### src/rtl/fat32_boot_record_validate_defines.svh
// assertion macros for the fat32 boot record checker
`ifndef FAT32_BOOT_RECORD_VALIDATE_DEFINES_SVH
`define FAT32_BOOT_RECORD_VALIDATE_DEFINES_SVH

`ifndef SYNTH
// checked outside reset
`define FBRV_ASSERT(label, prop, msg) \
    label: assert property (@(posedge i_clk) disable iff (!i_rst_n) prop) else $error(msg);
// checked during reset too
`define FBRV_ASSERT_RST(label, prop, msg) \
    label: assert property (@(posedge i_clk) prop) else $error(msg);
`else
`define FBRV_ASSERT(label, prop, msg)
`define FBRV_ASSERT_RST(label, prop, msg)
`endif

`endif

### src/rtl/fbrv_pkg.sv
package fbrv_pkg;

    localparam int unsigned W_LBA = 32;

    localparam logic [15:0] BPS_512  = 16'd512;
    localparam logic [15:0] BPS_1024 = 16'd1024;
    localparam logic [15:0] BPS_2048 = 16'd2048;
    localparam logic [15:0] BPS_4096 = 16'd4096;

    localparam logic [15:0] DEV_BYTES_RESET = BPS_512;

    localparam logic STATUS_OK     = 1'b0;
    localparam logic STATUS_NOT_FS = 1'b1;

    typedef struct packed {
        logic [15:0]      root_entry_count;
        logic [15:0]      total_sectors_small;
        logic [15:0]      fat_size_small;
        logic [15:0]      bytes_per_sector;
        logic [7:0]       sectors_per_cluster;
        logic [15:0]      reserved_sectors;
        logic [7:0]       fat_copies;
        logic [W_LBA-1:0] fat_size_sectors;
        logic [W_LBA-1:0] total_sectors;
        logic [W_LBA-1:0] root_cluster_in;
        logic [W_LBA-1:0] partition_start_lba;
        logic [W_LBA-1:0] partition_size;
    } t_fbrv_in;

    typedef struct packed {
        logic             status;
        logic [W_LBA-1:0] fat_start_lba;
        logic [W_LBA-1:0] data_start_lba;
        logic [W_LBA-1:0] highest_cluster;
    } t_fbrv_out;

endpackage

### src/rtl/fat32_boot_record_validate.sv
// fat32 boot record geometry check, five register stages deep
// a beat passes the stage 1 to 4 registers, then the output register, to o_out
// throughput: one beat per cycle; each stage moves on when the next one is empty or moving
// stalls: o_in_stall rises only when every stage holds a beat and the output is stalled
// reset: synchronous active low; empties the pipeline and sets device block size to 512
`include "fat32_boot_record_validate_defines.svh"

module fat32_boot_record_validate
    import fbrv_pkg::*;
(
    input  logic      i_clk,
    input  logic      i_rst_n,
    // configuration write channel
    input  logic      i_cfg_valid,
    output logic      o_cfg_ready,
    input  logic [15:0] i_cfg_data,
    // input beat channel
    input  logic      i_in_valid,
    output logic      o_in_stall,
    input  t_fbrv_in  i_in,
    // result beat channel
    output logic      o_out_valid,
    input  logic      i_out_stall,
    output t_fbrv_out o_out
);

    // device block size register, always writable
    logic [15:0] r_dev_bytes;

    assign o_cfg_ready = 1'b1;

    always_ff @(posedge i_clk) begin
        if (!i_rst_n) begin
            r_dev_bytes <= DEV_BYTES_RESET;
        end else if (i_cfg_valid && o_cfg_ready) begin
            r_dev_bytes <= i_cfg_data;
        end
    end

    // per stage advance: a stage loads when it is empty or its beat moves on
    logic r1_valid, r2_valid, r3_valid, r4_valid, r_out_valid;
    logic rdy1, rdy2, rdy3, rdy4, rdy5;

    assign rdy5 = !r_out_valid || !i_out_stall;
    assign rdy4 = !r4_valid || rdy5;
    assign rdy3 = !r3_valid || rdy4;
    assign rdy2 = !r2_valid || rdy3;
    assign rdy1 = !r1_valid || rdy2;

    assign o_in_stall  = !rdy1;
    assign o_out_valid = r_out_valid;

    always_ff @(posedge i_clk) begin
        if (!i_rst_n) begin
            r1_valid    <= 1'b0;
            r2_valid    <= 1'b0;
            r3_valid    <= 1'b0;
            r4_valid    <= 1'b0;
            r_out_valid <= 1'b0;
        end else begin
            if (rdy1) begin
                r1_valid <= i_in_valid;
            end
            if (rdy2) begin
                r2_valid <= r1_valid;
            end
            if (rdy3) begin
                r3_valid <= r2_valid;
            end
            if (rdy4) begin
                r4_valid <= r3_valid;
            end
            if (rdy5) begin
                r_out_valid <= r4_valid;
            end
        end
    end

    // ------------------------------------------------------------------
    // stage 1: field checks, fat area product, partition sums
    // ------------------------------------------------------------------
    logic        n1_ok;
    logic        s1_bps_ok;
    logic        s1_spc_ok;
    logic [39:0] n1_fatsec;
    logic [32:0] n1_flba;
    logic [32:0] n1_end;

    logic        r1_ok;
    logic [39:0] r1_fatsec;
    logic [32:0] r1_flba;
    logic [32:0] r1_end;
    logic [15:0] r1_rsv;
    logic [31:0] r1_fatsz;
    logic [31:0] r1_tot;
    logic [31:0] r1_root;
    logic [7:0]  r1_spc;
    logic [2:0]  r1_sh;
    logic [13:0] r1_epb;
    logic [2:0]  n1_sh;

    always_comb begin
        case (i_in.bytes_per_sector)
            BPS_512, BPS_1024, BPS_2048, BPS_4096: s1_bps_ok = 1'b1;
            default:                               s1_bps_ok = 1'b0;
        endcase
    end

    // cluster size must be a single set bit; its position is the divide shift
    assign s1_spc_ok = (i_in.sectors_per_cluster != 8'd0)
                    && ((i_in.sectors_per_cluster & (i_in.sectors_per_cluster - 8'd1)) == 8'd0);

    always_comb begin
        n1_sh = 3'd0;
        for (int b = 0; b < 8; b++) begin
            if (i_in.sectors_per_cluster[b]) begin
                n1_sh = 3'(b);
            end
        end
    end

    assign n1_ok = (i_in.root_entry_count == 16'd0)
                && (i_in.total_sectors_small == 16'd0)
                && (i_in.fat_size_small == 16'd0)
                && s1_bps_ok
                && (i_in.bytes_per_sector == r_dev_bytes)
                && s1_spc_ok
                && (i_in.reserved_sectors != 16'd0)
                && (i_in.fat_copies != 8'd0)
                && (i_in.fat_size_sectors != 32'd0)
                && (i_in.total_sectors != 32'd0)
                && (i_in.root_cluster_in >= 32'd2)
                // a partition size of zero is unknown and skips the bound
                && !((i_in.partition_size != 32'd0)
                     && (i_in.total_sectors > i_in.partition_size));

    assign n1_fatsec = {32'd0, i_in.fat_copies} * {8'd0, i_in.fat_size_sectors};
    assign n1_flba   = {1'b0, i_in.partition_start_lba} + {17'd0, i_in.reserved_sectors};
    assign n1_end    = {1'b0, i_in.partition_start_lba} + {1'b0, i_in.total_sectors};

    always_ff @(posedge i_clk) begin
        if (rdy1) begin
            r1_ok     <= n1_ok;
            r1_fatsec <= n1_fatsec;
            r1_flba   <= n1_flba;
            r1_end    <= n1_end;
            r1_rsv    <= i_in.reserved_sectors;
            r1_fatsz  <= i_in.fat_size_sectors;
            r1_tot    <= i_in.total_sectors;
            r1_root   <= i_in.root_cluster_in;
            r1_spc    <= i_in.sectors_per_cluster;
            r1_sh     <= n1_sh;
            // fat entries per sector (4 bytes each)
            r1_epb    <= r_dev_bytes[15:2];
        end
    end

    // ------------------------------------------------------------------
    // stage 2: non-data size, data start, fat entry limit
    // ------------------------------------------------------------------
    logic [40:0] n2_nondata;
    logic [40:0] n2_dlba;
    logic [45:0] n2_maxfat;
    logic        n2_ok;

    logic        r2_ok;
    logic [31:0] r2_nondata;
    logic [31:0] r2_dlba;
    logic [31:0] r2_flba;
    logic [31:0] r2_end;
    logic [31:0] r2_tot;
    logic [31:0] r2_root;
    logic [31:0] r2_maxfat;
    logic [7:0]  r2_spc;
    logic [2:0]  r2_sh;

    assign n2_nondata = {1'b0, r1_fatsec} + {25'd0, r1_rsv};
    assign n2_dlba    = {1'b0, r1_fatsec} + {8'd0, r1_flba};
    assign n2_maxfat  = {14'd0, r1_fatsz} * {32'd0, r1_epb};

    assign n2_ok = r1_ok
                && (r1_fatsec[39:32] == 8'd0)
                && (n2_nondata[40:32] == 9'd0)
                && (n2_nondata[31:0] < r1_tot)
                && !r1_flba[32]
                && (n2_dlba[40:32] == 9'd0)
                && !r1_end[32]
                && (n2_maxfat[45:32] == 14'd0)
                && (n2_maxfat[31:0] > 32'd2);

    always_ff @(posedge i_clk) begin
        if (rdy2) begin
            r2_ok      <= n2_ok;
            r2_nondata <= n2_nondata[31:0];
            r2_dlba    <= n2_dlba[31:0];
            r2_flba    <= r1_flba[31:0];
            r2_end     <= r1_end[31:0];
            r2_tot     <= r1_tot;
            r2_root    <= r1_root;
            r2_maxfat  <= n2_maxfat[31:0];
            r2_spc     <= r1_spc;
            r2_sh      <= r1_sh;
        end
    end

    // ------------------------------------------------------------------
    // stage 3: data sector count, volume end check
    // ------------------------------------------------------------------
    logic [31:0] n3_datasec;
    logic        n3_ok;

    logic        r3_ok;
    logic [31:0] r3_datasec;
    logic [31:0] r3_maxfat_m1;
    logic [31:0] r3_flba;
    logic [31:0] r3_dlba;
    logic [31:0] r3_root;
    logic [2:0]  r3_sh;

    // nondata is below total sectors on every beat that is still ok
    assign n3_datasec = r2_tot - r2_nondata;

    assign n3_ok = r2_ok
                && (n3_datasec >= {24'd0, r2_spc})
                && (r2_dlba < r2_end);

    always_ff @(posedge i_clk) begin
        if (rdy3) begin
            r3_ok        <= n3_ok;
            r3_datasec   <= n3_datasec;
            r3_maxfat_m1 <= r2_maxfat - 32'd1;
            r3_flba      <= r2_flba;
            r3_dlba      <= r2_dlba;
            r3_root      <= r2_root;
            r3_sh        <= r2_sh;
        end
    end

    // ------------------------------------------------------------------
    // stage 4: cluster count, highest cluster, root range
    // ------------------------------------------------------------------
    logic [31:0] s4_cc;
    logic [32:0] s4_maxdata;
    logic [31:0] n4_hi;
    logic        n4_ok;

    logic        r4_ok;
    logic [31:0] r4_hi;
    logic [31:0] r4_flba;
    logic [31:0] r4_dlba;

    // cluster size is a power of two, so the divide is a shift
    assign s4_cc      = r3_datasec >> r3_sh;
    assign s4_maxdata = {1'b0, s4_cc} + 33'd1;
    assign n4_hi      = (r3_maxfat_m1 < s4_maxdata[31:0]) ? r3_maxfat_m1 : s4_maxdata[31:0];

    assign n4_ok = r3_ok
                && (s4_cc != 32'd0)
                && !s4_maxdata[32]
                && (r3_root <= n4_hi);

    always_ff @(posedge i_clk) begin
        if (rdy4) begin
            r4_ok   <= n4_ok;
            r4_hi   <= n4_hi;
            r4_flba <= r3_flba;
            r4_dlba <= r3_dlba;
        end
    end

    // ------------------------------------------------------------------
    // output register: invalid records give all-zero geometry
    // ------------------------------------------------------------------
    t_fbrv_out r_out;

    always_ff @(posedge i_clk) begin
        if (rdy5) begin
            r_out.status          <= r4_ok ? STATUS_OK : STATUS_NOT_FS;
            r_out.fat_start_lba   <= r4_ok ? r4_flba : 32'd0;
            r_out.data_start_lba  <= r4_ok ? r4_dlba : 32'd0;
            r_out.highest_cluster <= r4_ok ? r4_hi : 32'd0;
        end
    end

    assign o_out = r_out;

    // ------------------------------------------------------------------
    // assertions
    // ------------------------------------------------------------------
    `FBRV_ASSERT(a_invalid_zero, (o_out_valid && (o_out.status == STATUS_NOT_FS)) |-> ((o_out.fat_start_lba == 32'd0) && (o_out.data_start_lba == 32'd0) && (o_out.highest_cluster == 32'd0)), "invalid record with nonzero geometry")
    `FBRV_ASSERT(a_valid_order, (o_out_valid && (o_out.status == STATUS_OK)) |-> ((o_out.data_start_lba >= o_out.fat_start_lba) && (o_out.highest_cluster >= 32'd2)), "valid record with inconsistent geometry")
    `FBRV_ASSERT(a_cfg_write, (i_cfg_valid && o_cfg_ready) |=> (r_dev_bytes == $past(i_cfg_data)), "config write not taken")
    `FBRV_ASSERT(a_out_hold, (r_out_valid && i_out_stall) |=> (r_out_valid && $stable(r_out)), "stalled result beat lost")
    `FBRV_ASSERT_RST(a_reset_empty, !i_rst_n |=> (!o_out_valid && !r4_valid && !r1_valid), "pipeline not empty after reset")

endmodule
### config.mk
export PLATFORM = sky130hd
export DESIGN_NAME = fat32_boot_record_validate
export DESIGN_NICKNAME = d
export VERILOG_FILES = /design/src/rtl/fbrv_pkg.sv /design/src/rtl/fat32_boot_record_validate.sv
export VERILOG_INCLUDE_DIRS = /design/src /design/src/rtl
export SDC_FILE = /design/constraint.sdc
export NUM_CORES = 2
export LEC_CHECK = 0
export ABC_CLOCK_PERIOD_IN_PS = 9400
export BUFFER_PORTS_ARGS = -buffer_cell sky130_fd_sc_hd__buf_2
export CAP_MARGIN = 25
export CORE_MARGIN = 5
export CORE_UTILIZATION = 45
export DETAILED_ROUTE_END_ITERATION = 12
export PLACE_DENSITY_LB_ADDON = 0.2
export RECOVER_POWER = 100
export SLEW_MARGIN = 10
export SYNTH_ARGS = -nofsm -noshare
export SYNTH_HDL_FRONTEND = slang
export SYNTH_SLANG_ARGS = --single-unit
### constraint.sdc
create_clock -name i_clk -period 9.4 [get_ports i_clk]
set_input_delay 0.47 -clock i_clk [delete_from_list [all_inputs] [get_ports i_clk]]
set_output_delay 0.47 -clock i_clk [all_outputs]
set_load 0.01 [all_outputs]
==> flow_metrics.tcl <==
set metrics [dict create \
    r2r-end "r2_ok$_DFFE_PP_" \
    synthesis.area_um2 63160 \
    wl_met3_mm 9.778 \
    cap_violations 13 \
    drive_gt1_frac 0.06446 \
    setup_violations 0 \
    dieArea_um2 147900 \
    cts_tree "yes" \
    antenna_found_initial 7 \
    initial_core_util 0.4527 \
    rr_startpoint "r1_epb[6]$_DFFE_PN_" \
    io_buffers 375 \
    coreArea_um2 139500 \
    outcome "finished with violations" \
    worstPathMaxFanout 22 \
    rrSetupSlack_ns 1.03 \
    yosysSeqAreaShare 0.4051 \
    yosysMostFrequentCell "edfxtp_1" \
    yosysWarnings 0 \
    synthesis.nets 6799 \
    finalCriticalPeriod_ns 8.368 \
    hold_viol 0 \
    crit_top_cell "fa_1" \
    top_layer "met4" \
    cts_made_buffers 93 \
    fin_nets 7178 \
    clkSlewWorstSetupHoldPaths_ns 0.06 \
    cts_hold_buf 57 \
    crit_path_cell_trace "clkbuf_1 -> and2_0 -> fa_1 -> inv_1 -> fa_1 -> fa_1 -> fa_1 -> fa_1 -> inv_1 -> fa_1 -> ha_1 -> a21o_1 -> a21oi_1 -> nand2b_1 -> o21ai_0 -> nor4_1 -> o2111ai_1 -> a2111oi_0 -> or4b_1 -> nor4_1 -> o311ai_1 -> a221oi_1" \
    critical-path-max-stage-delay_ns 0.99 \
    synth_flop_cell "edfxtp_1" \
    routed-wl-met2_mm 78.85 \
    endpoint_kind "register" \
    critPathKind "register to register" \
    route.detailed.drc 0 \
    synth_top_area_share 0.3984 \
    start_kind "register" \
    multi_input_area_um2 33870 \
    min_from "i_out_stall" \
    async_flop_share 0 \
    ioPinCount 377 \
    synth-edff-count 838 \
    slew_headroom -2.136 \
    violations "capacitance limit, slew limit" \
    globalRouteOverflowTotal 0 \
    postCtsSetupRepairBufs 0 \
    drt-total-wl_mm 167.1 \
    syn_avg_cell_area_um2 11.45 \
    cp.arrival_ns 8.92 \
    die_y_um 384.6 \
    cts_buffer_depth 3 \
    slew_violations 975 \
    cp.buffers_inverters 3 \
    holdWs_ns 0.04461 \
    htree_levels 3 \
    post-route-period-util 0.8902 \
    hold_class "primary input to register" \
    wl_met1_mm 74.01 \
    rows 137 \
    synth_seq_cells 859 \
    cts-resized-gates 0 \
    dr.first_iter.drc_count 2899 \
    synthCells 5514 \
    cts_root_buf "clkbuf_16" \
    crit_family "adder cells" \
    cpMaxStageDelayCell "edfxtp_1" \
    rr_worst_depth 22 \
    fmaxAchievable_ghz 0.1195 \
    track_usage 0.2260 \
    ir_drop_v 0.0001732 \
    synth_area_leader_cell "edfxtp_1" \
    ys_types 93 \
    yosys-top-cells-count "838 x edfxtp_1, 752 x inv_1, 542 x fa_1" \
    antenna_left 0 \
    firstDrtPassIters 7 \
    grt_pass1_vias 42400 \
    worst_pin_slew_ns 4.703 \
    grt_max_degree 173 \
    clock_latency_ns 0.73 \
    nFillCells 12610 \
    cts.sinks 859 \
    rsz0062_at_grt "false" \
    ys_top_cells_by_area "edfxtp_1 40%, fa_1 17%, ha_1 9.2%" \
    hpwl_mm 129.8 \
    fin_tns_setup_ns 0 \
    syn_to_final_growth_pct 11.52 \
    grt_pass1_wl_mm 255.6 \
    p_leak_nw 30.94 \
    viasPerCell 5.362 \
    die_w_um 384.6 \
    p_per_area_nw_per_um2 278.9 \
    ff_latch_area_um2 25580 \
    fin_skew_ns 0.06199 \
    cp_data_required_time_ns 9.95 \
    num_vias 42090 \
    wl_per_cell_um 21.29 \
    whs_endpoint "o_out_valid$_SDFFE_PN0P_" \
    holdPathStages 3 \
    gp_congestion 0.8981 \
]
tightest hold or removal path, stage by stage:
cell,delay (ns)
buf_2,0.10
a21oi_1,0.06
nor2b_1,0.09
final cells by class:
| cell class | count | area share |
|---|---|---|
| inverters | 753 | 0.04016 |
| diodes | 1 | 0.00003553 |
| multi-input cells | 3724 | 0.4808 |
| clock inverters | 71 | 0.01391 |
| flip-flops and latches | 859 | 0.3632 |
| repair buffers | 462 | 0.03491 |
| well taps | 1876 | 0.03333 |
| clock buffers | 104 | 0.03363 |
power breakdown:
| group | total (W) | switching [W] | internal (W) |
|---|---|---|---|
| logic | 0.00946 | 0.00551 | 0.00395 |
| clock network | 0.00396 | 0.00164 | 0.00232 |
| registers | 0.00623 | 0.000706 | 0.00552 |
worst max path at each step:
stage,startpoint,to,slack (ns),cells after the start
after floorplan,i_out_stall,r1_end[0]$_DFFE_PN_,0.68,3
after global placement,r3_sh[0]$_DFFE_PP_,r4_ok$_DFFE_PP_,1.30,31
after detailed placement,r3_sh[0]$_DFFE_PP_,r4_ok$_DFFE_PP_,1.20,31
after CTS,r3_sh[0]$_DFFE_PP_,r4_ok$_DFFE_PP_,1.14,31
after global routing,r3_sh[1]$_DFFE_PP_,r4_ok$_DFFE_PP_,0.49,32
final,r1_epb[6]$_DFFE_PN_,r2_ok$_DFFE_PP_,1.03,22
layer usage:
layer,GRT usage,vias up
li1,-,19590
met5,0,-
met4,0.06473,0
met3,0.02859,209
met2,0.3721,1178
met1,0.3166,21110
cells in the final DEF (no fill, tap or decap), types with 133 or more instances in the layout:
cell / synthesis / final
buf_2: 6 / 159
xnor2_1: 177 / 177
clkbuf_1: 142 / 233
o21ai_0: 133 / 133
nand2_1: 486 / 486
and2_1: 467 / 385
ha_1: 466 / 466
edfxtp_1: 838 / 838
inv_1: 752 / 750
nor2_1: 176 / 176
a21oi_1: 195 / 195
fa_1: 542 / 542
logic make-up (layout without fill, tap and decap cells):
group,count (synthesis),in the layout,share of synthesized area
other,1,2,0.00005937
xor gates and xnor gates,265,265,0.03675
buffers and inverters,931,1390,0.05751
muxes,145,145,0.03176
AOI/OAI and AO/OA,711,711,0.07338
and+or+nand+nor,1594,1594,0.1314
DFF,859,859,0.4051
adders and majority gates,1008,1008,0.2641
per-stage QoR:
| stage | instances | instance area (um2) | power, W | util | setup slack, ns |
|---|---|---|---|---|---|
| global route | 7849 | 70430 | 0.02111 | 0.5048 | 0.4900 |
| CTS | 7848 | 70870 | 0.01980 | 0.5079 | 1.143 |
| floorplan | 5514 | 63160 | 0.01298 | - | 0.6837 |
| finish | 7850 | 70440 | 0.01965 | 0.5048 | 1.032 |
| global placement | 7613 | 66870 | 0.01563 | 0.4792 | 1.299 |
| detailed placement | 7616 | 66950 | 0.01571 | 0.4798 | 1.195 |
registers in the layout, summed over array words and instances (netlist names), 33 cells and up:
register and count:
r1_end 33, r1_flba 33, r1_fatsec 40, o_out 97
No activity file was read; power rests on OpenSTA's default activity.
